## config.mk

```make
export PLATFORM = sky130hd
export DESIGN_NAME = clsrng_ctrl
export DESIGN_NICKNAME = d
export VERILOG_FILES = /design/src/hdl/clsrng_pkg.sv /design/src/hdl/clsrng_ctrl.sv
export VERILOG_INCLUDE_DIRS = /design/src /design/src/hdl
export SDC_FILE = /design/constraint.sdc
export NUM_CORES = 1
export LEC_CHECK = 0
export ABC_AREA = 1
export BUFFER_PORTS_ARGS = -buffer_cell sky130_fd_sc_hd__buf_2
export CORE_MARGIN = 5
export CORE_UTILIZATION = 54
export DETAILED_ROUTE_END_ITERATION = 8
export PLACE_DENSITY = 0.81
export SYNTH_ARGS = -nofsm -noshare
export SYNTH_HDL_FRONTEND = slang
export SYNTH_SLANG_ARGS = --single-unit
```

## constraint.sdc

```tcl
create_clock -name clk -period 3.2 [get_ports clk]
set_input_delay 0.16 -clock clk [delete_from_list [all_inputs] [get_ports clk]]
set_output_delay 0.16 -clock clk [all_outputs]
set_load 0.05 [all_outputs]
```

## src/hdl/assert_macros.svh

```systemverilog
// ----------------------------------------------------------------------------
// assert_macros.svh
// Clocked assertion shorthands. Sites must have clk and rst_n in scope.
// ----------------------------------------------------------------------------
`ifndef ASSERT_MACROS_SVH
`define ASSERT_MACROS_SVH

// same-cycle implication
`define ASSERT_IMPLY(label, ante, cons, msg) \
    label: assert property (@(posedge clk) disable iff (!rst_n) (ante) |-> (cons)) \
        else $error(msg);

// next-cycle implication
`define ASSERT_NEXT(label, ante, cons, msg) \
    label: assert property (@(posedge clk) disable iff (!rst_n) (ante) |=> (cons)) \
        else $error(msg);

`endif

```

## src/hdl/clsrng_pkg.sv

```systemverilog
// ----------------------------------------------------------------------------
// clsrng_pkg
// Shared types and constants of the combined LCG shuffle generator.
// ----------------------------------------------------------------------------
`timescale 1ns / 1ps
`default_nettype none

package clsrng_pkg;

    localparam int VAL_W  = 31;
    localparam int PROD_W = 47;

    localparam logic [VAL_W-1:0] MOD_ONE       = 31'd2147483563;
    localparam logic [VAL_W-1:0] MOD_TWO       = 31'd2147483399;
    localparam logic [VAL_W-1:0] TOP_OUT       = 31'd2147483562;
    localparam logic [15:0]      MUL_ONE       = 16'd40014;
    localparam logic [15:0]      MUL_TWO       = 16'd40692;
    // 2^31 mod each modulus, used to fold the high product bits back in
    localparam logic [7:0]       FOLD_ONE      = 8'd85;
    localparam logic [7:0]       FOLD_TWO      = 8'd249;
    localparam logic [VAL_W-1:0] GEN_ONE_RESET = 31'd1;
    localparam logic [VAL_W-1:0] GEN_TWO_RESET = 31'd123456789;

    // request kinds
    localparam logic KIND_DRAW   = 1'b0;
    localparam logic KIND_RESEED = 1'b1;

    typedef struct packed {
        logic             kind;
        logic [VAL_W-1:0] seed_value;
    } clsrng_req_t;

    typedef struct packed {
        logic [VAL_W-1:0] value;
    } clsrng_rsp_t;

    typedef struct packed {
        logic load_seed;
        logic mul_en;
        logic fold_en;
        logic upd_one;
        logic upd_two;
        logic warm_wr;
        logic rd_en;
        logic finish;
    } clsrng_cmd_t;

    typedef struct packed {
        logic out_free;
    } clsrng_stat_t;

endpackage

`default_nettype wire

```

## src/hdl/clsrng_ctrl.sv

```systemverilog
// ----------------------------------------------------------------------------
// clsrng_ctrl
// Sequencer: reseed warm-up loop and the four-step draw.
// ----------------------------------------------------------------------------
`timescale 1ns / 1ps
`default_nettype none
`include "assert_macros.svh"

module clsrng_ctrl #(
    parameter int TABLE_DEPTH = 32
) (
    input  wire logic                         clk,
    input  wire logic                         rst_n,
    input  wire logic                         req_valid,
    input  wire logic                         req_kind,
    output logic                              req_ready,
    output clsrng_pkg::clsrng_cmd_t           cmd,
    output logic [$clog2(TABLE_DEPTH)-1:0]    warm_idx,
    input  wire clsrng_pkg::clsrng_stat_t     stat
);
    import clsrng_pkg::*;

    localparam int AW = $clog2(TABLE_DEPTH);
    localparam int CW = $clog2(TABLE_DEPTH + 8);
    localparam logic [CW-1:0] WARM_LAST = CW'(TABLE_DEPTH + 7);
    localparam logic [CW-1:0] DEPTH_C   = CW'(TABLE_DEPTH);

    typedef enum logic [2:0] {
        S_IDLE,
        S_WMUL,
        S_WFOLD,
        S_WRED,
        S_DMUL,
        S_DFOLD,
        S_DRED,
        S_DOUT
    } state_t;

    state_t          state_reg, state_next;
    logic [CW-1:0]   cnt_reg, cnt_next;
    logic            ready_reg, ready_next;

    always_comb
    begin
        state_next = state_reg;
        cnt_next   = cnt_reg;
        cmd        = '0;
        case (state_reg)
            S_IDLE:
            begin
                if (req_valid)
                begin
                    if (req_kind == KIND_RESEED)
                    begin
                        cmd.load_seed = 1'b1;
                        cnt_next      = WARM_LAST;
                        state_next    = S_WMUL;
                    end
                    else
                    begin
                        cmd.mul_en = 1'b1;
                        state_next = S_DFOLD;
                    end
                end
            end
            S_WMUL:
            begin
                cmd.mul_en = 1'b1;
                state_next = S_WFOLD;
            end
            S_WFOLD:
            begin
                cmd.fold_en = 1'b1;
                state_next  = S_WRED;
            end
            S_WRED:
            begin
                cmd.upd_one = 1'b1;
                cmd.warm_wr = (cnt_reg < DEPTH_C);
                if (cnt_reg == '0)
                begin
                    state_next = S_DMUL;
                end
                else
                begin
                    cnt_next   = cnt_reg - 1'b1;
                    state_next = S_WMUL;
                end
            end
            S_DMUL:
            begin
                cmd.mul_en = 1'b1;
                state_next = S_DFOLD;
            end
            S_DFOLD:
            begin
                cmd.fold_en = 1'b1;
                state_next  = S_DRED;
            end
            S_DRED:
            begin
                cmd.upd_one = 1'b1;
                cmd.upd_two = 1'b1;
                cmd.rd_en   = 1'b1;
                state_next  = S_DOUT;
            end
            S_DOUT:
            begin
                // hold until the result register can take the value
                if (stat.out_free)
                begin
                    cmd.finish = 1'b1;
                    state_next = S_IDLE;
                end
            end
            default:
            begin
                state_next = S_IDLE;
            end
        endcase
        ready_next = (state_next == S_IDLE);
    end

    always_ff @(posedge clk or negedge rst_n)
    begin
        if (!rst_n)
        begin
            state_reg <= S_IDLE;
            cnt_reg   <= '0;
            ready_reg <= 1'b1;
        end
        else
        begin
            state_reg <= state_next;
            cnt_reg   <= cnt_next;
            ready_reg <= ready_next;
        end
    end

    assign req_ready = ready_reg;
    assign warm_idx  = cnt_reg[AW-1:0];

    `ASSERT_NEXT(a_seed_starts_warm, req_valid && req_ready && req_kind == KIND_RESEED,
        state_reg == S_WMUL && cnt_reg == WARM_LAST, "reseed did not start warm-up")
    `ASSERT_NEXT(a_warm_ends_in_draw, state_reg == S_WRED && cnt_reg == '0,
        state_reg == S_DMUL, "warm-up did not hand over to the draw")
    `ASSERT_NEXT(a_finish_to_idle, cmd.finish,
        req_ready && state_reg == S_IDLE, "not ready after a finished draw")

endmodule

`default_nettype wire

```

* Word-level counts from Yosys, hierarchy flattened
Index checks and enable logic that the tools add are counted.
** Operators by class
- Add/subtract/negate cells :: 1
- Multiply operators :: 0
- Div/mod/pow operators :: 0
- Order comparisons :: 1
- Equal/unequal tests :: 10
- Shift-type cells :: 0
- Muxes and demuxes :: 20
- Bitwise logic cells :: 0
- Reduce and logical (&&, ||, !) cells :: 8
** Operator list (number)
- case mux 3 bit (8 select lines) :: 1
- two-way mux 6 bit :: 3
- equality test 3 bit (second input constant) :: 4
- two-way mux 3 bit :: 4
- case mux 6 bit (2 select lines) :: 1
- two-way mux 1 bit :: 9
- equality test 3 x 2 -> 1 bit (second input constant) :: 2
- zero test 3 bit :: 2
- zero test 6 bit :: 1
- < comparator 6 bit (second input constant) :: 1
- inequality test 2 bit (second input constant) :: 3
- OR reduction 2 bit :: 3
- subtractor 6 x 1 -> 6 bit (second input constant) :: 1
- AND reduction 4 bit :: 1
- equality test 3 x 1 -> 1 bit (second input constant) :: 1
- two-way mux 2 bit :: 1
- case mux 1 bit (2 select lines) :: 1
- nonzero test 2 bit :: 1
** Word-level totals
- Register bits after elaboration :: 10
- Bits in latches :: 0
- Memory bits (writable) :: 0
- ROM bits :: 0
- Input port bits :: 5
- Output and inout port bits :: 14
- Logic and storage cells :: 43
- Memories kept :: 0

* Logic depth before layout (Yosys ltp)
- Word-level depth :: 4
- Depth in mapped cells :: 8
- Gate-level depth less buffers :: 8

* Worst setup path after synthesis
No wires, ideal clock.
- Path kind :: register -> output
- From :: register state_reg[2]
- To :: output cmd[4] in the netlist's numbering
- Arrival time :: 2.176 ns
- Required time :: 3.040 ns
- Setup slack :: 0.864 ns
- Stages on the path, launching flop included :: 4
- Buffers on the path :: 0
- Cell sequence :: dfrtp_1 inv_4 nor3_1 or2_2
** RTL lines
- start, declared :: RTL line clsrng_ctrl.sv:39 : state_t state_reg, state_next;
- start signal, assigned :: RTL line clsrng_ctrl.sv:134 : state_reg <= state_next;
- end, declared :: RTL line clsrng_ctrl.sv:17 : output clsrng_pkg::clsrng_cmd_t cmd,

==> results.cfg <==
[placement]
pre_cts_ws_ns = 1.74
hpwl_um = 1120
dp_cells = 127
portBuffers = 18
gp_congestion = 0.839

[synth]
syn_area_um2 = 724
syn_avg_cell_area_um2 = 7.24
ys_ff_latch = 10
synth_nets = 107
synth_top_flop_cell = dfrtp_1
synth_edf_count = 0
synthDistinctLibCells = 24
synthCells = 100
yosys.area.top_type = dfrtp_1
synth_top_area_share = 0.311
async_flop_share = 1.00
yosysSeqAreaShare = 0.347
yosys-top-cells-area = dfrtp_1, nand2_1, inv_1
yosysMostFrequentCell = nand2_1
ys_top_cells_by_count = nand2_1, inv_1, dfrtp_1, nor2_1, nand3_1
ys.warnings.count = 0

[global_route]
grt_pass1_wl_um = 2450
grt_pass1_vias = 582
grt_start_max_net_pins = 11
grt_usage = 0.163
antenna_found_initial = 0
grt_overflow = 0

[timing]
drv_slew = 0
rsz0062_at_grt = false
fin_tns_setup_ns = 0
fin_skew_ns = 0.00915
finalCritPeriodShare = 0.551
hold_viol = 0
relSlewSlack = 0.775
clock.fmax_ghz = 0.567
period_minus_slack_ns = 1.76
worst_pin_slew_ns = 0.337
finalWorstSetupSlack_ns = 1.44
finalSetupViolations = 0

[floorplanning]
start_util = 0.564
io_pins = 19
core-area_um2 = 1280
die_h_um = 46.6
fp.dieW_um = 46.6
dieArea_um2 = 2170
rows = 13

[clocking]
cts_resized = 0
htree_num_levels = 1
clkLatencyLatePin_ns = 0.28
cts_made_buffers = 3
clk_pin_slew_ns = 0.08
holdBufCountCts = 1
cts.sinks = 10
cts_buffer_depth = 2
cts_root_buf = clkbuf_4
cts_tree = built
cts_setup_buffers = 0

[final_layout]
fin_nets = 125
largest_reg_flops = 6
antenna_cells = 0
finish.utilization = 0.649
drive_gt1_frac = 0.316
final_cells = 132
area_growth_pct = 15.2

[drt]
antenna_left = 0
drtIter0Drc = 11
first_pass_iters = 4
vias = 664
wl_um = 1420
avgViaCountPerCell = 5.03
wl_per_cell_um = 10.7
drc_errors = 0

[status]
status = finished, final reports clean

[setup_path]
cp.arrival_ns = 1.60
path_max_fanout = 7
cp-end-kind = output pin
reg2reg_slack_ns = 1.84
required_ns = 3.04
crit_type = reg2out
startpoint_type = flop

[run]
cap_violations = 0

[hold_path]
hp-class = in2reg
[cell type report]
class                      count  area, um^2
clock buffer                   4        36.3
fill                         121         450
sequential                    10         251
inverter                      15        58.8
multi-input combinational     69         369
tap                           15        18.8
timing repair buffer          19         100
[critical path, cell delays in order (launching register included)]
cell,delay [ns]
dfrtp_1,0.46
nor2_2,0.20
nand2_2,0.08
nor2_2,0.11
nand2_1,0.10
o211ai_1,0.09
buf_2,0.29
[routing by layer]
| metal | GRT usage | vias to the layer above | wire length, um |
|---|---|---|---|
| met3 | 0.0352 | 2 | 82 |
| met5 | 0 | - | 0 |
| met2 | 0.261 | 17 | 723 |
| li1 | - | 345 | - |
| met4 | 0.0939 | 0 | 20 |
| met1 | 0.199 | 300 | 590 |
[cells in the final DEF (no fill, tap or decap)]
master / netlist / final
a21oi_1: 1 / 1
a31o_2: 1 / 1
buf_2: 0 / 18
clkbuf_4: 0 / 3
clkbuf_8: 0 / 1
dfrtp_1: 9 / 9
dfstp_2: 1 / 1
dlygate4sd3_1: 0 / 1
ha_1: 2 / 2
inv_1: 13 / 13
inv_2: 1 / 1
inv_4: 1 / 1
nand2_1: 28 / 28
nand2_2: 3 / 3
nand2_4: 2 / 2
nand3_1: 7 / 7
nand3_2: 1 / 1
nand4_1: 2 / 2
nor2_1: 9 / 9
nor2_2: 2 / 2
nor2_8: 1 / 1
nor3_1: 3 / 3
o211ai_1: 1 / 1
o21ai_1: 2 / 2
o22ai_1: 1 / 1
or2_2: 2 / 2
xnor2_1: 1 / 1
[final timing paths]
kind,start,endpoint,cells past startpoint
worst max-delay path,state_reg[0],cmd[6],6
worst min-delay path,stat,state_reg[2],3
worst max register to register,cnt_reg[0],req_ready,8
worst min register to register,cnt_reg[0],cnt_reg[0],2
max in group asynchronous,rst_n,req_ready,2
min in group asynchronous,rst_n,cnt_reg[3],2
[per-stage QoR]
stage,cell area (um^2),hold WS [ns]
floorplan,724,-0.136
global placement,788,0.0309
detailed placement,788,0.0331
CTS,835,0.232
global route,835,0.240
finish,835,0.235
[logic make-up after synthesis]
logic type               after synthesis  share of synthesized area
AO/OA/AOI/OAI                          6                     0.0518
flip-flops                            10                      0.347
buffers and inverters                 21                      0.143
adder cells (fa/ha/maj)                2                     0.0345
XOR/XNOR                               1                     0.0121
AND/OR/NAND/NOR                       60                      0.411
Power is left out: the tool's default activity adds up to more than one toggle a clock period on the data nets, which glitch-free logic cannot reach.
