===== src/hdl/assert_macros.svh =====
// ----------------------------------------------------------------------------
// assert_macros.svh
// Clocked assertion shorthands. Sites must have clk and rst_n in scope.
// ----------------------------------------------------------------------------
`ifndef ASSERT_MACROS_SVH
`define ASSERT_MACROS_SVH

// same-cycle implication
`define ASSERT_IMPLY(label, ante, cons, msg) \
    label: assert property (@(posedge clk) disable iff (!rst_n) (ante) |-> (cons)) \
        else $error(msg);

// next-cycle implication
`define ASSERT_NEXT(label, ante, cons, msg) \
    label: assert property (@(posedge clk) disable iff (!rst_n) (ante) |=> (cons)) \
        else $error(msg);

`endif


===== src/hdl/clsrng_pkg.sv =====
// ----------------------------------------------------------------------------
// clsrng_pkg
// Shared types and constants of the combined LCG shuffle generator.
// ----------------------------------------------------------------------------
`timescale 1ns / 1ps
`default_nettype none

package clsrng_pkg;

    localparam int VAL_W  = 31;
    localparam int PROD_W = 47;

    localparam logic [VAL_W-1:0] MOD_ONE       = 31'd2147483563;
    localparam logic [VAL_W-1:0] MOD_TWO       = 31'd2147483399;
    localparam logic [VAL_W-1:0] TOP_OUT       = 31'd2147483562;
    localparam logic [15:0]      MUL_ONE       = 16'd40014;
    localparam logic [15:0]      MUL_TWO       = 16'd40692;
    // 2^31 mod each modulus, used to fold the high product bits back in
    localparam logic [7:0]       FOLD_ONE      = 8'd85;
    localparam logic [7:0]       FOLD_TWO      = 8'd249;
    localparam logic [VAL_W-1:0] GEN_ONE_RESET = 31'd1;
    localparam logic [VAL_W-1:0] GEN_TWO_RESET = 31'd123456789;

    // request kinds
    localparam logic KIND_DRAW   = 1'b0;
    localparam logic KIND_RESEED = 1'b1;

    typedef struct packed {
        logic             kind;
        logic [VAL_W-1:0] seed_value;
    } clsrng_req_t;

    typedef struct packed {
        logic [VAL_W-1:0] value;
    } clsrng_rsp_t;

    typedef struct packed {
        logic load_seed;
        logic mul_en;
        logic fold_en;
        logic upd_one;
        logic upd_two;
        logic warm_wr;
        logic rd_en;
        logic finish;
    } clsrng_cmd_t;

    typedef struct packed {
        logic out_free;
    } clsrng_stat_t;

endpackage

`default_nettype wire


===== src/hdl/clsrng_dp.sv =====
// ----------------------------------------------------------------------------
// clsrng_dp
// Generator registers, constant-modulus multipliers, slot divider,
// shuffle table and result register.
// ----------------------------------------------------------------------------
`timescale 1ns / 1ps
`default_nettype none
`include "assert_macros.svh"

module clsrng_dp #(
    parameter int TABLE_DEPTH = 32
) (
    input  wire logic                                 clk,
    input  wire logic                                 rst_n,
    input  wire clsrng_pkg::clsrng_cmd_t              cmd,
    input  wire logic [$clog2(TABLE_DEPTH)-1:0]       warm_idx,
    input  wire logic [clsrng_pkg::VAL_W-1:0]         seed_value,
    output clsrng_pkg::clsrng_stat_t                  stat,
    output logic                                      out_valid,
    output logic [clsrng_pkg::VAL_W-1:0]              out_value,
    input  wire logic                                 out_ready
);
    import clsrng_pkg::*;

    localparam int AW = $clog2(TABLE_DEPTH);
    localparam int QW = AW + 1;
    localparam int unsigned SLOT_DIV = 1 + 32'd2147483562 / TABLE_DEPTH;
    // floor(2^31 / SLOT_DIV): estimate is exact or one short
    localparam int unsigned RECIP    = 32'h8000_0000 / SLOT_DIV;
    localparam logic [QW-1:0]   RECIP_Q  = QW'(RECIP);
    localparam logic [31:0]     DIV_C    = 32'(SLOT_DIV);
    localparam logic [QW-1:0]   DEPTH_Q  = QW'(TABLE_DEPTH);
    localparam logic [AW-1:0]   LAST_IDX = AW'(TABLE_DEPTH - 1);

    logic [VAL_W-1:0]  gen_one_reg, gen_one_next;
    logic [VAL_W-1:0]  gen_two_reg, gen_two_next;
    logic [VAL_W-1:0]  last_out_reg, last_out_next;
    logic [PROD_W-1:0] prod_one_reg, prod_one_next;
    logic [PROD_W-1:0] prod_two_reg, prod_two_next;
    logic [31:0]       fold_one_reg, fold_one_next;
    logic [31:0]       fold_two_reg, fold_two_next;
    logic [QW-1:0]     q_est_reg, q_est_next;
    logic [AW-1:0]     slot_reg, slot_next;
    logic [VAL_W-1:0]  rd_raw_reg;
    logic              rd_vld_reg;
    logic              out_valid_reg, out_valid_next;
    logic [VAL_W-1:0]  out_value_reg, out_value_next;
    logic [TABLE_DEPTH-1:0] tbl_vld_reg;

    logic [VAL_W-1:0]  table_mem [TABLE_DEPTH];

    logic [VAL_W-1:0]     seed_eff;
    logic [VAL_W+QW-1:0]  est_prod;
    logic [31:0]          q_times_div;
    logic [31:0]          div_rem;
    logic [QW-1:0]        q_fix;
    logic [31:0]          red_one_w, red_two_w;
    logic [VAL_W-1:0]     red_one, red_two;
    logic [VAL_W-1:0]     tbl_val;
    logic [31:0]          draw_w;
    logic [VAL_W-1:0]     draw_val;
    logic                 wr_en;
    logic [AW-1:0]        wr_addr;
    logic [VAL_W-1:0]     wr_data;

    assign stat.out_free = !out_valid_reg || out_ready;

    always_comb
    begin
        seed_eff = (seed_value == '0) ? GEN_ONE_RESET : seed_value;

        // slot = last_out / SLOT_DIV via reciprocal and one correction
        est_prod    = (VAL_W+QW)'(last_out_reg) * (VAL_W+QW)'(RECIP_Q);
        q_times_div = 32'(q_est_reg) * DIV_C;
        div_rem     = 32'(last_out_reg) - q_times_div;
        q_fix       = (div_rem >= DIV_C) ? q_est_reg + 1'b1 : q_est_reg;

        // final conditional subtract of the folded product
        red_one_w = (fold_one_reg >= 32'(MOD_ONE)) ? fold_one_reg - 32'(MOD_ONE)
                                                   : fold_one_reg;
        red_two_w = (fold_two_reg >= 32'(MOD_TWO)) ? fold_two_reg - 32'(MOD_TWO)
                                                   : fold_two_reg;
        red_one   = red_one_w[VAL_W-1:0];
        red_two   = red_two_w[VAL_W-1:0];

        tbl_val  = rd_vld_reg ? rd_raw_reg : '0;
        draw_w   = (tbl_val > gen_two_reg)
                 ? 32'(tbl_val) - 32'(gen_two_reg)
                 : 32'(tbl_val) + 32'(TOP_OUT) - 32'(gen_two_reg);
        draw_val = draw_w[VAL_W-1:0];

        gen_one_next   = gen_one_reg;
        gen_two_next   = gen_two_reg;
        last_out_next  = last_out_reg;
        prod_one_next  = prod_one_reg;
        prod_two_next  = prod_two_reg;
        fold_one_next  = fold_one_reg;
        fold_two_next  = fold_two_reg;
        q_est_next     = q_est_reg;
        slot_next      = slot_reg;
        out_value_next = out_value_reg;
        out_valid_next = out_valid_reg;

        if (cmd.load_seed)
        begin
            gen_one_next = seed_eff;
            gen_two_next = seed_eff;
        end
        if (cmd.mul_en)
        begin
            prod_one_next = PROD_W'(gen_one_reg) * PROD_W'(MUL_ONE);
            prod_two_next = PROD_W'(gen_two_reg) * PROD_W'(MUL_TWO);
            q_est_next    = est_prod[VAL_W+QW-1:VAL_W];
        end
        if (cmd.fold_en)
        begin
            fold_one_next = 32'(prod_one_reg[PROD_W-1:VAL_W]) * 32'(FOLD_ONE)
                          + 32'(prod_one_reg[VAL_W-1:0]);
            fold_two_next = 32'(prod_two_reg[PROD_W-1:VAL_W]) * 32'(FOLD_TWO)
                          + 32'(prod_two_reg[VAL_W-1:0]);
            slot_next     = (q_fix >= DEPTH_Q) ? LAST_IDX : q_fix[AW-1:0];
        end
        if (cmd.upd_one)
        begin
            gen_one_next = red_one;
        end
        if (cmd.upd_two)
        begin
            gen_two_next = red_two;
        end
        // the final warm-up write lands in slot 0 and becomes last_out
        if (cmd.warm_wr)
        begin
            last_out_next = red_one;
        end
        if (out_ready)
        begin
            out_valid_next = 1'b0;
        end
        if (cmd.finish)
        begin
            last_out_next  = draw_val;
            out_value_next = draw_val;
            out_valid_next = 1'b1;
        end

        wr_en   = cmd.warm_wr || cmd.finish;
        wr_addr = cmd.warm_wr ? warm_idx : slot_reg;
        wr_data = cmd.warm_wr ? red_one : gen_one_reg;
    end

    always_ff @(posedge clk or negedge rst_n)
    begin
        if (!rst_n)
        begin
            gen_one_reg   <= GEN_ONE_RESET;
            gen_two_reg   <= GEN_TWO_RESET;
            last_out_reg  <= '0;
            out_valid_reg <= 1'b0;
            tbl_vld_reg   <= '0;
        end
        else
        begin
            gen_one_reg   <= gen_one_next;
            gen_two_reg   <= gen_two_next;
            last_out_reg  <= last_out_next;
            out_valid_reg <= out_valid_next;
            if (wr_en)
            begin
                tbl_vld_reg[wr_addr] <= 1'b1;
            end
        end
    end

    always_ff @(posedge clk)
    begin
        prod_one_reg  <= prod_one_next;
        prod_two_reg  <= prod_two_next;
        fold_one_reg  <= fold_one_next;
        fold_two_reg  <= fold_two_next;
        q_est_reg     <= q_est_next;
        slot_reg      <= slot_next;
        out_value_reg <= out_value_next;
    end

    // shuffle table: one write port, one registered read port
    always_ff @(posedge clk)
    begin
        if (wr_en)
        begin
            table_mem[wr_addr] <= wr_data;
        end
        if (cmd.rd_en)
        begin
            rd_raw_reg <= table_mem[slot_reg];
            rd_vld_reg <= tbl_vld_reg[slot_reg];
        end
    end

    assign out_valid = out_valid_reg;
    assign out_value = out_value_reg;

    `ASSERT_IMPLY(a_out_range, out_valid_reg,
        out_value_reg != '0 && out_value_reg <= TOP_OUT, "result out of range")
    `ASSERT_IMPLY(a_out_from_finish, $rose(out_valid_reg),
        $past(cmd.finish), "result appeared without a finished draw")
    `ASSERT_NEXT(a_gen_one_reduced, cmd.upd_one,
        gen_one_reg < MOD_ONE, "generator one left unreduced")

endmodule

`default_nettype wire


===== config.mk =====
export PLATFORM = sky130hd
export DESIGN_NAME = clsrng_dp
export DESIGN_NICKNAME = d
export VERILOG_FILES = /design/src/hdl/clsrng_pkg.sv /design/src/hdl/clsrng_dp.sv
export VERILOG_INCLUDE_DIRS = /design/src /design/src/hdl
export SDC_FILE = /design/constraint.sdc
export NUM_CORES = 2
export LEC_CHECK = 0
export ABC_AREA = 1
export BUFFER_PORTS_ARGS = -buffer_cell sky130_fd_sc_hd__buf_2
export CORE_ASPECT_RATIO = 1.1
export CORE_UTILIZATION = 45
export CTS_CLUSTER_DIAMETER = 50
export DETAILED_ROUTE_END_ITERATION = 10
export GPL_ROUTABILITY_DRIVEN = 1
export GPL_TIMING_DRIVEN = 0
export SLEW_MARGIN = 20
export SYNTH_ARGS = -nofsm -noshare
export SYNTH_HDL_FRONTEND = slang
export SYNTH_SLANG_ARGS = --single-unit
export TNS_END_PERCENT = 10

===== constraint.sdc =====
create_clock -name clk -period 8.31 [get_ports clk]
set_input_delay 0.831 -clock clk [delete_from_list [all_inputs] [get_ports clk]]
set_output_delay 0.831 -clock clk [all_outputs]
set_load 0.05 [all_outputs]

Word level (Yosys, flattened, before mapping)
Memories as Yosys holds them, arrays and structs flattened. A register that Yosys moved wholly into a read port is not among the register bits.
Cells that the tools add are included.
{"block": "classes", "addsub": 9, "mul": 5, "order_cmp": 8, "n_mux": 21, "bitwise_logic": 1, "n_reduce_logical": 9}
{"cell": "2-to-1 mux 31 bit", "n": 11}
{"cell": "greater-or-equal comparator 32 x 31 -> 1 bit (second input constant)", "n": 2}
{"cell": "subtractor 31 bit", "n": 2}
{"cell": "subtractor 31 bit (second input constant)", "n": 2}
{"cell": "multiplier 31 x 15 -> 46 bit (second input constant)", "n": 1}
{"cell": "multiplier 31 x 14 -> 45 bit (second input constant)", "n": 1}
{"cell": "adder 23 x 31 -> 32 bit", "n": 1}
{"cell": "adder 24 x 31 -> 32 bit", "n": 1}
{"cell": "greater-or-equal comparator 32 x 26 -> 1 bit (second input constant)", "n": 1}
{"cell": "bitwise OR 32 bit", "n": 1}
{"cell": "subtractor 31 x 31 -> 32 bit", "n": 1}
{"cell": "adder 31 bit (second input constant)", "n": 1}
{"cell": "greater-than comparator 31 bit", "n": 1}
{"cell": "zero test 31 bit", "n": 1}
{"cell": "multiplier 5 x 25 -> 30 bit (second input constant)", "n": 1}
{"cell": "multiplier 16 x 8 -> 24 bit (second input constant)", "n": 1}
{"cell": "multiplier 16 x 7 -> 23 bit (second input constant)", "n": 1}
{"cell": "less-than comparator 5 x 6 -> 1 bit (second input constant)", "n": 2}
{"cell": "nonzero test 2 bit", "n": 4}
{"cell": "adder 5 x 1 -> 6 bit (second input constant)", "n": 1}
{"cell": "greater-or-equal comparator 6 bit (second input constant)", "n": 1}
{"cell": "2-to-1 mux 1 bit", "n": 6}
{"cell": "2-to-1 mux 6 bit", "n": 1}
{"cell": "binary-select mux 1 bit (select 5 bit)", "n": 1}
{"cell": "other kinds (6)", "n": 7}
{"block": "word_totals", "regBits": 323, "mem_bits_rw": 992, "inputBits": 47, "out_inout_bits": 33, "word_cells": 67, "mem_count": 1}
{"name": "table_mem", "words": 32, "width": 31, "rd": 1, "rd_clocked_by_memory_dff": 1, "write_ports": 1, "line": "clsrng_dp.sv:50", "text": "logic [VAL_W-1:0] table_mem [TABLE_DEPTH];"}

Logic depth before layout (Yosys ltp)
{"block": "logic_depth", "ltp_word": 6, "mapped_depth": 34, "depth_no_buf": 34}

Least setup slack after synthesis
OpenSTA, ideal clock, no wires.
{"block": "synth_path", "path_kind": "register to register", "from": "register q_est_reg[3]", "to": "register slot_reg[1] (data pin)", "t_arrival_ps": 5301, "path_slack_ps": 2749, "path_stages_with_launch": 30, "n_path_buf": 0, "cell_sequence": "edfxtp_1 > fa_1 > inv_1 > fa_1 > fa_1 > inv_1 > ha_1 > a21oi_1 > and2_1 > nor2_1 > o21ai_0 > nand2_1 > nand2_1 > nand2_1 > fa_1 > inv_1 > ha_1 > nand2_1 > nor2_1 > nand2_1 > nor2_1 > nand2_1 > nand3_1 > nand3_1 > nand3_1 > nand3_1 > nor2_4 > nand2_4 > nand2_2 > nand3_1"}
{"block": "synth_via", "elab_chain_len": 5, "elab_cells_between_ends": 6, "classes_between": "add/sub (2); mul (1); order compare (2); mux (1)"}
{"element": "from (decl)", "line": "clsrng_dp.sv:42", "text": "logic [QW-1:0] q_est_reg, q_est_next;"}
{"element": "from (signal assigned)", "line": "clsrng_dp.sv:181", "text": "q_est_reg <= q_est_next;"}
{"element": "multiplier 5 x 25 -> 30 bit", "line": "clsrng_dp.sv:74", "text": "q_times_div = 32'(q_est_reg) * DIV_C;"}
{"element": "subtractor 31 x 31 -> 32 bit", "line": "clsrng_dp.sv:75", "text": "div_rem = 32'(last_out_reg) - q_times_div;"}
{"element": "greater-or-equal comparator 32 x 26 -> 1 bit", "line": "clsrng_dp.sv:76", "text": "q_fix = (div_rem >= DIV_C) ? q_est_reg + 1'b1 : q_est_reg;"}
{"element": "2-to-1 mux 6 bit (*)", "line": "clsrng_dp.sv:76"}
{"element": "greater-or-equal comparator 6 bit", "line": "clsrng_dp.sv:121", "text": "slot_next = (q_fix >= DEPTH_Q) ? LAST_IDX : q_fix[AW-1:0];"}
{"element": "to (signal assigned)", "line": "clsrng_dp.sv:182", "text": "slot_reg <= slot_next;"}
{"element": "to (decl)", "line": "clsrng_dp.sv:43", "text": "logic [AW-1:0] slot_reg, slot_next;"}
Mark *: on every way between the ends. The rest lies on a longest branch, timed or not.
A chain may end at the register's enable or synchronous reset.

Worst setup path in the final report
{"block": "layout_path", "from": "register q_est_reg[2]", "to": "register slot_reg[2] (data pin)"}
Same word-level chain as after synthesis.

==> results_tabular.tex <==
\begin{tabular}{lr}
\hline
Metric & Value \\
\hline
\multicolumn{2}{l}{\textbf{Logic synthesis}} \\
Cells after Synth & 8188 \\
Complex-gate fraction of the synthesized area & 10.97\% \\
Multiplexer share of the synthesized area & 0\% \\
Synthesized area & 0.08399 mm\^{}2 \\
Post-synthesis share of cell area spent on full adders, half adders and majority gates & 19.94\% \\
Ys async rst share & 9.294\% \\
Main combinational cell family by area after synthesis & adder cells \\
EDFF count, synth & 1220 \\
Mean post-synth cell area & 10.26 um\^{}2 \\
Parity-gate share of the synthesized area counting xor and xnor cells & 2.498\% \\
Count of distinct cell types in the synthesized netlist & 68 \\
Total nets after synthesis & 9292 \\
Top cells by area, synth & sky130\_fd\_sc\_hd\_\_edfxtp\_1 (44\%), sky130\_fd\_sc\_hd\_\_fa\_1 (11\%), sky130\_fd\_sc\_hd\_\_ha\_1 (8.8\%) \\
Dominant synthesized flop cell & sky130\_fd\_sc\_hd\_\_edfxtp\_1 \\
Area fraction of the dominant cell type after synthesis & 43.62\% \\
Cell type with the highest aggregate area in the netlist & sky130\_fd\_sc\_hd\_\_edfxtp\_1 \\
Post-synthesis simple-gate area fraction & 12.42\% \\
Register bit count reported by yosys & 1345 \\
Total of warnings raised by yosys & 0 \\
Post-synthesis sequential area ratio & 47.37\% \\
\multicolumn{2}{l}{\textbf{STA}} \\
Worst clock skew & 61.93 ps \\
Setup violations, final & 0 \\
Tightest Pin Transition & 1223 ps \\
Minimum clock period after layout & 6585 ps \\
Final Hold Fails & 0 \\
Post-route setup TNS & 0 ps \\
Setup repair after global routing missed its margin & no \\
Final period util & 79.25\% \\
Crit path setup slack, layout & 1725 ps \\
Slew Viols, Final & 0 \\
Worst relative slew slack & 18.17\% \\
Maximum clock frequency & 0.1519 GHz \\
\multicolumn{2}{l}{\textbf{Cells and area}} \\
Most common library cell in the layout ignoring fill and taps & sky130\_fd\_sc\_hd\_\_edfxtp\_1 \\
Final net count & 9601 \\
Fill cell total of the finished layout & 16780 \\
Ratio of cells with drive above 1 in the final layout & 7.327\% \\
Synthesis-to-finish area growth & 12.95\% \\
Highest-count cells in the layout ignoring fill and taps & sky130\_fd\_sc\_hd\_\_edfxtp\_1 (1220), sky130\_fd\_sc\_hd\_\_inv\_1 (1212), sky130\_fd\_sc\_hd\_\_nand2\_1 (1032) \\
Flip-flop count of the largest register, all copies and words added & 992 \\
\multicolumn{2}{l}{\textbf{Hold path}} \\
Hold depth & 4 \\
Hold\_sp & out\_ready \\
Hold crit path type & in -> reg \\
\multicolumn{2}{l}{\textbf{Critical path}} \\
Setup CP Type & reg -> reg \\
Cells on worst reg2reg path & 31 \\
Launch point of the worst reg-to-reg path & q\_est\_reg[2]\$\_DFFE\_PP\_ \\
Largest fanout on the critical path & 6 \\
Slowest stage cell, crit path & sky130\_fd\_sc\_hd\_\_fa\_1 \\
Req. time, crit path & 8860 ps \\
Library cell appearing most often on the critical path & sky130\_fd\_sc\_hd\_\_nand2\_1 \\
Launching element of the worst setup path & q\_est\_reg[2]\$\_DFFE\_PP\_ \\
CP Launch Type & register \\
WP data arrival & 7140 ps \\
Worst Setup End Kind & register \\
Stage delay of the slowest cell on the critical path & 680 ps \\
\multicolumn{2}{l}{\textbf{Clock network}} \\
Number of buffers created by CTS & 155 \\
Clock latency at the later pin of the worst-skew pair & 850 ps \\
Reg clk slew, reported paths & 60 ps \\
H-Tree Level Count & 4 \\
Clock Tree Buf Depth & 3 \\
TritonCTS clock tree & built \\
Clock root buffer & sky130\_fd\_sc\_hd\_\_clkbuf\_16 \\
Num Clock Sinks & 1345 \\
\multicolumn{2}{l}{\textbf{Detailed routing}} \\
DR pass1 iterations & 8 \\
Number of routed nets with antenna violations & 0 \\
Number of remaining DRC errors & 0 \\
Detailed-route wire length per cell & 27.07 um \\
Total vias in the final route & 64200 \\
Number of design-rule violations left by the first detailed-router iteration & 6683 \\
Total wirelength of the detailed-routed design & 299100 um \\
Ratio of routed vias to standard cells & 5.810 \\
\multicolumn{2}{l}{\textbf{Floorplan}} \\
Boundary Pins & 80 \\
Die X-Extent & 413.9 um \\
Effective utilization at floorplan & 45.51\% \\
Number of rows in the core area & 165 \\
Die Ht & 455.1 um \\
Core Region & 0.1846 mm\^{}2 \\
Die Area & 0.1884 mm\^{}2 \\
\multicolumn{2}{l}{\textbf{Placement}} \\
Detailed placement HPWL & 232300 um \\
Buffers on Ports & 77 \\
Routability Congestion & 0.9696 \\
Minimum setup slack after placement & 1685 ps \\
\multicolumn{2}{l}{\textbf{GRT}} \\
Total track usage & 31.83\% \\
Grt total ovfl & 0 \\
Pin count of the biggest net entering global routing & 74 \\
Number of antenna violations at the first check in global routing & 14 \\
Global-route wire length before repair & 432100 um \\
Via count of the first global-routing pass & 63580 \\
\multicolumn{2}{l}{\textbf{Job}} \\
Number of max-cap violations & 0 \\
\multicolumn{2}{l}{\textbf{Status}} \\
Run status & finished, final reports clean \\
\hline
\end{tabular}
## what timing repair did
item / CTS / global route
buffers inserted: 0 / 0
hold buffers: 1 / 0
gates resized for setup: 0 / 0
hold endpoints to repair: 52 / 0
## kinds of logic (layout without fill, tap and decap cells)
logic type	after synthesis	count (layout)
simple gates	2493	2493
compound gates	1562	1562
buf+inv	1494	1932
flops	1345	1345
fa+ha+maj	1057	1057
xor+xnor	237	237
other cells	0	3
## per-layer routing
metal | part of all wire [%] | GRT usage [%]
met1 | 38 | 39.82
met2 | 47 | 51.78
met3 | 8.4 | 6.352
met4 | 6.5 | 17.39
met5 | 0.034 | 0
## cell usage after synthesis (15+ instances only)
cell / n
sky130_fd_sc_hd__nand4_1: 54
sky130_fd_sc_hd__clkbuf_1: 204
sky130_fd_sc_hd__or2_2: 27
sky130_fd_sc_hd__ha_1: 588
sky130_fd_sc_hd__xnor2_1: 53
sky130_fd_sc_hd__a21oi_1: 265
sky130_fd_sc_hd__nor4_1: 32
sky130_fd_sc_hd__nand3_1: 289
sky130_fd_sc_hd__o211ai_1: 30
sky130_fd_sc_hd__inv_1: 1212
sky130_fd_sc_hd__nor3_1: 48
sky130_fd_sc_hd__xor2_1: 181
sky130_fd_sc_hd__edfxtp_1: 1220
sky130_fd_sc_hd__fa_1: 469
sky130_fd_sc_hd__nand2_2: 18
sky130_fd_sc_hd__dfstp_2: 17
sky130_fd_sc_hd__a31oi_1: 67
sky130_fd_sc_hd__o21ai_2: 15
sky130_fd_sc_hd__nand2_1: 1046
sky130_fd_sc_hd__a32oi_1: 30
sky130_fd_sc_hd__buf_2: 42
sky130_fd_sc_hd__a21o_1: 18
sky130_fd_sc_hd__dfrtp_1: 108
sky130_fd_sc_hd__o22ai_1: 81
sky130_fd_sc_hd__and2_1: 15
sky130_fd_sc_hd__o21ai_1: 32
sky130_fd_sc_hd__o21ai_0: 766
sky130_fd_sc_hd__nor2_1: 910
sky130_fd_sc_hd__buf_1: 15
sky130_fd_sc_hd__o221ai_1: 193
sky130_fd_sc_hd__o21bai_1: 22
## layout make-up
type / count / area (um^2) / share of cell area (%)
Antenna cell: 3 / 7.507 / 0.007913
Inverter: 1222 / 4587 / 4.835
Clock inverter: 96 / 1044 / 1.100
Tap cell: 2421 / 3029 / 3.193
Buffer: 272 / 1137 / 1.199
Multi-Input combinational cell: 5349 / 38940 / 41.05
Clock buffer: 190 / 4113 / 4.335
Timing Repair Buffer: 152 / 2228 / 2.349
Sequential cell: 1345 / 39780 / 41.93
## through the flow
stage	area, um^2	hold slack, ps	util (%)	instances
after detailed placement	89690	447.5	48.60	10760
after global placement	87410	441.3	47.36	10690
after floorplan	83990	424.0	-	8188
after CTS	94860	247.7	51.40	11050
final	94870	282.9	51.40	11050
after global routing	94860	285.0	51.40	11050
## critical path, delay by kind of cell (launching register included)
family          cells  cell delay [ps]
buf+inv             4              240
fa+ha+maj           6             2930
compound gates      2              280
flops               1              520
simple gates       19             2330
## final timing paths
check	to	slack (ps)
max	slot_reg[2]$_SDFFCE_PP1P_	1720
max in group asynchronous	gen_two_reg[0]$_DFFE_PN1P_	6840
min	out_valid$_DFFE_PN0P_	280
min in group asynchronous	last_out_reg[14]$_DFFE_PN0N_	570
max reg2reg	slot_reg[2]$_SDFFCE_PP1P_	1720
min reg2reg	tbl_vld_reg[1]$_DFFE_PN0N_	460
Power is not shown: default switching activity piles up to over one toggle a cycle in this logic, so the estimate is an artifact.
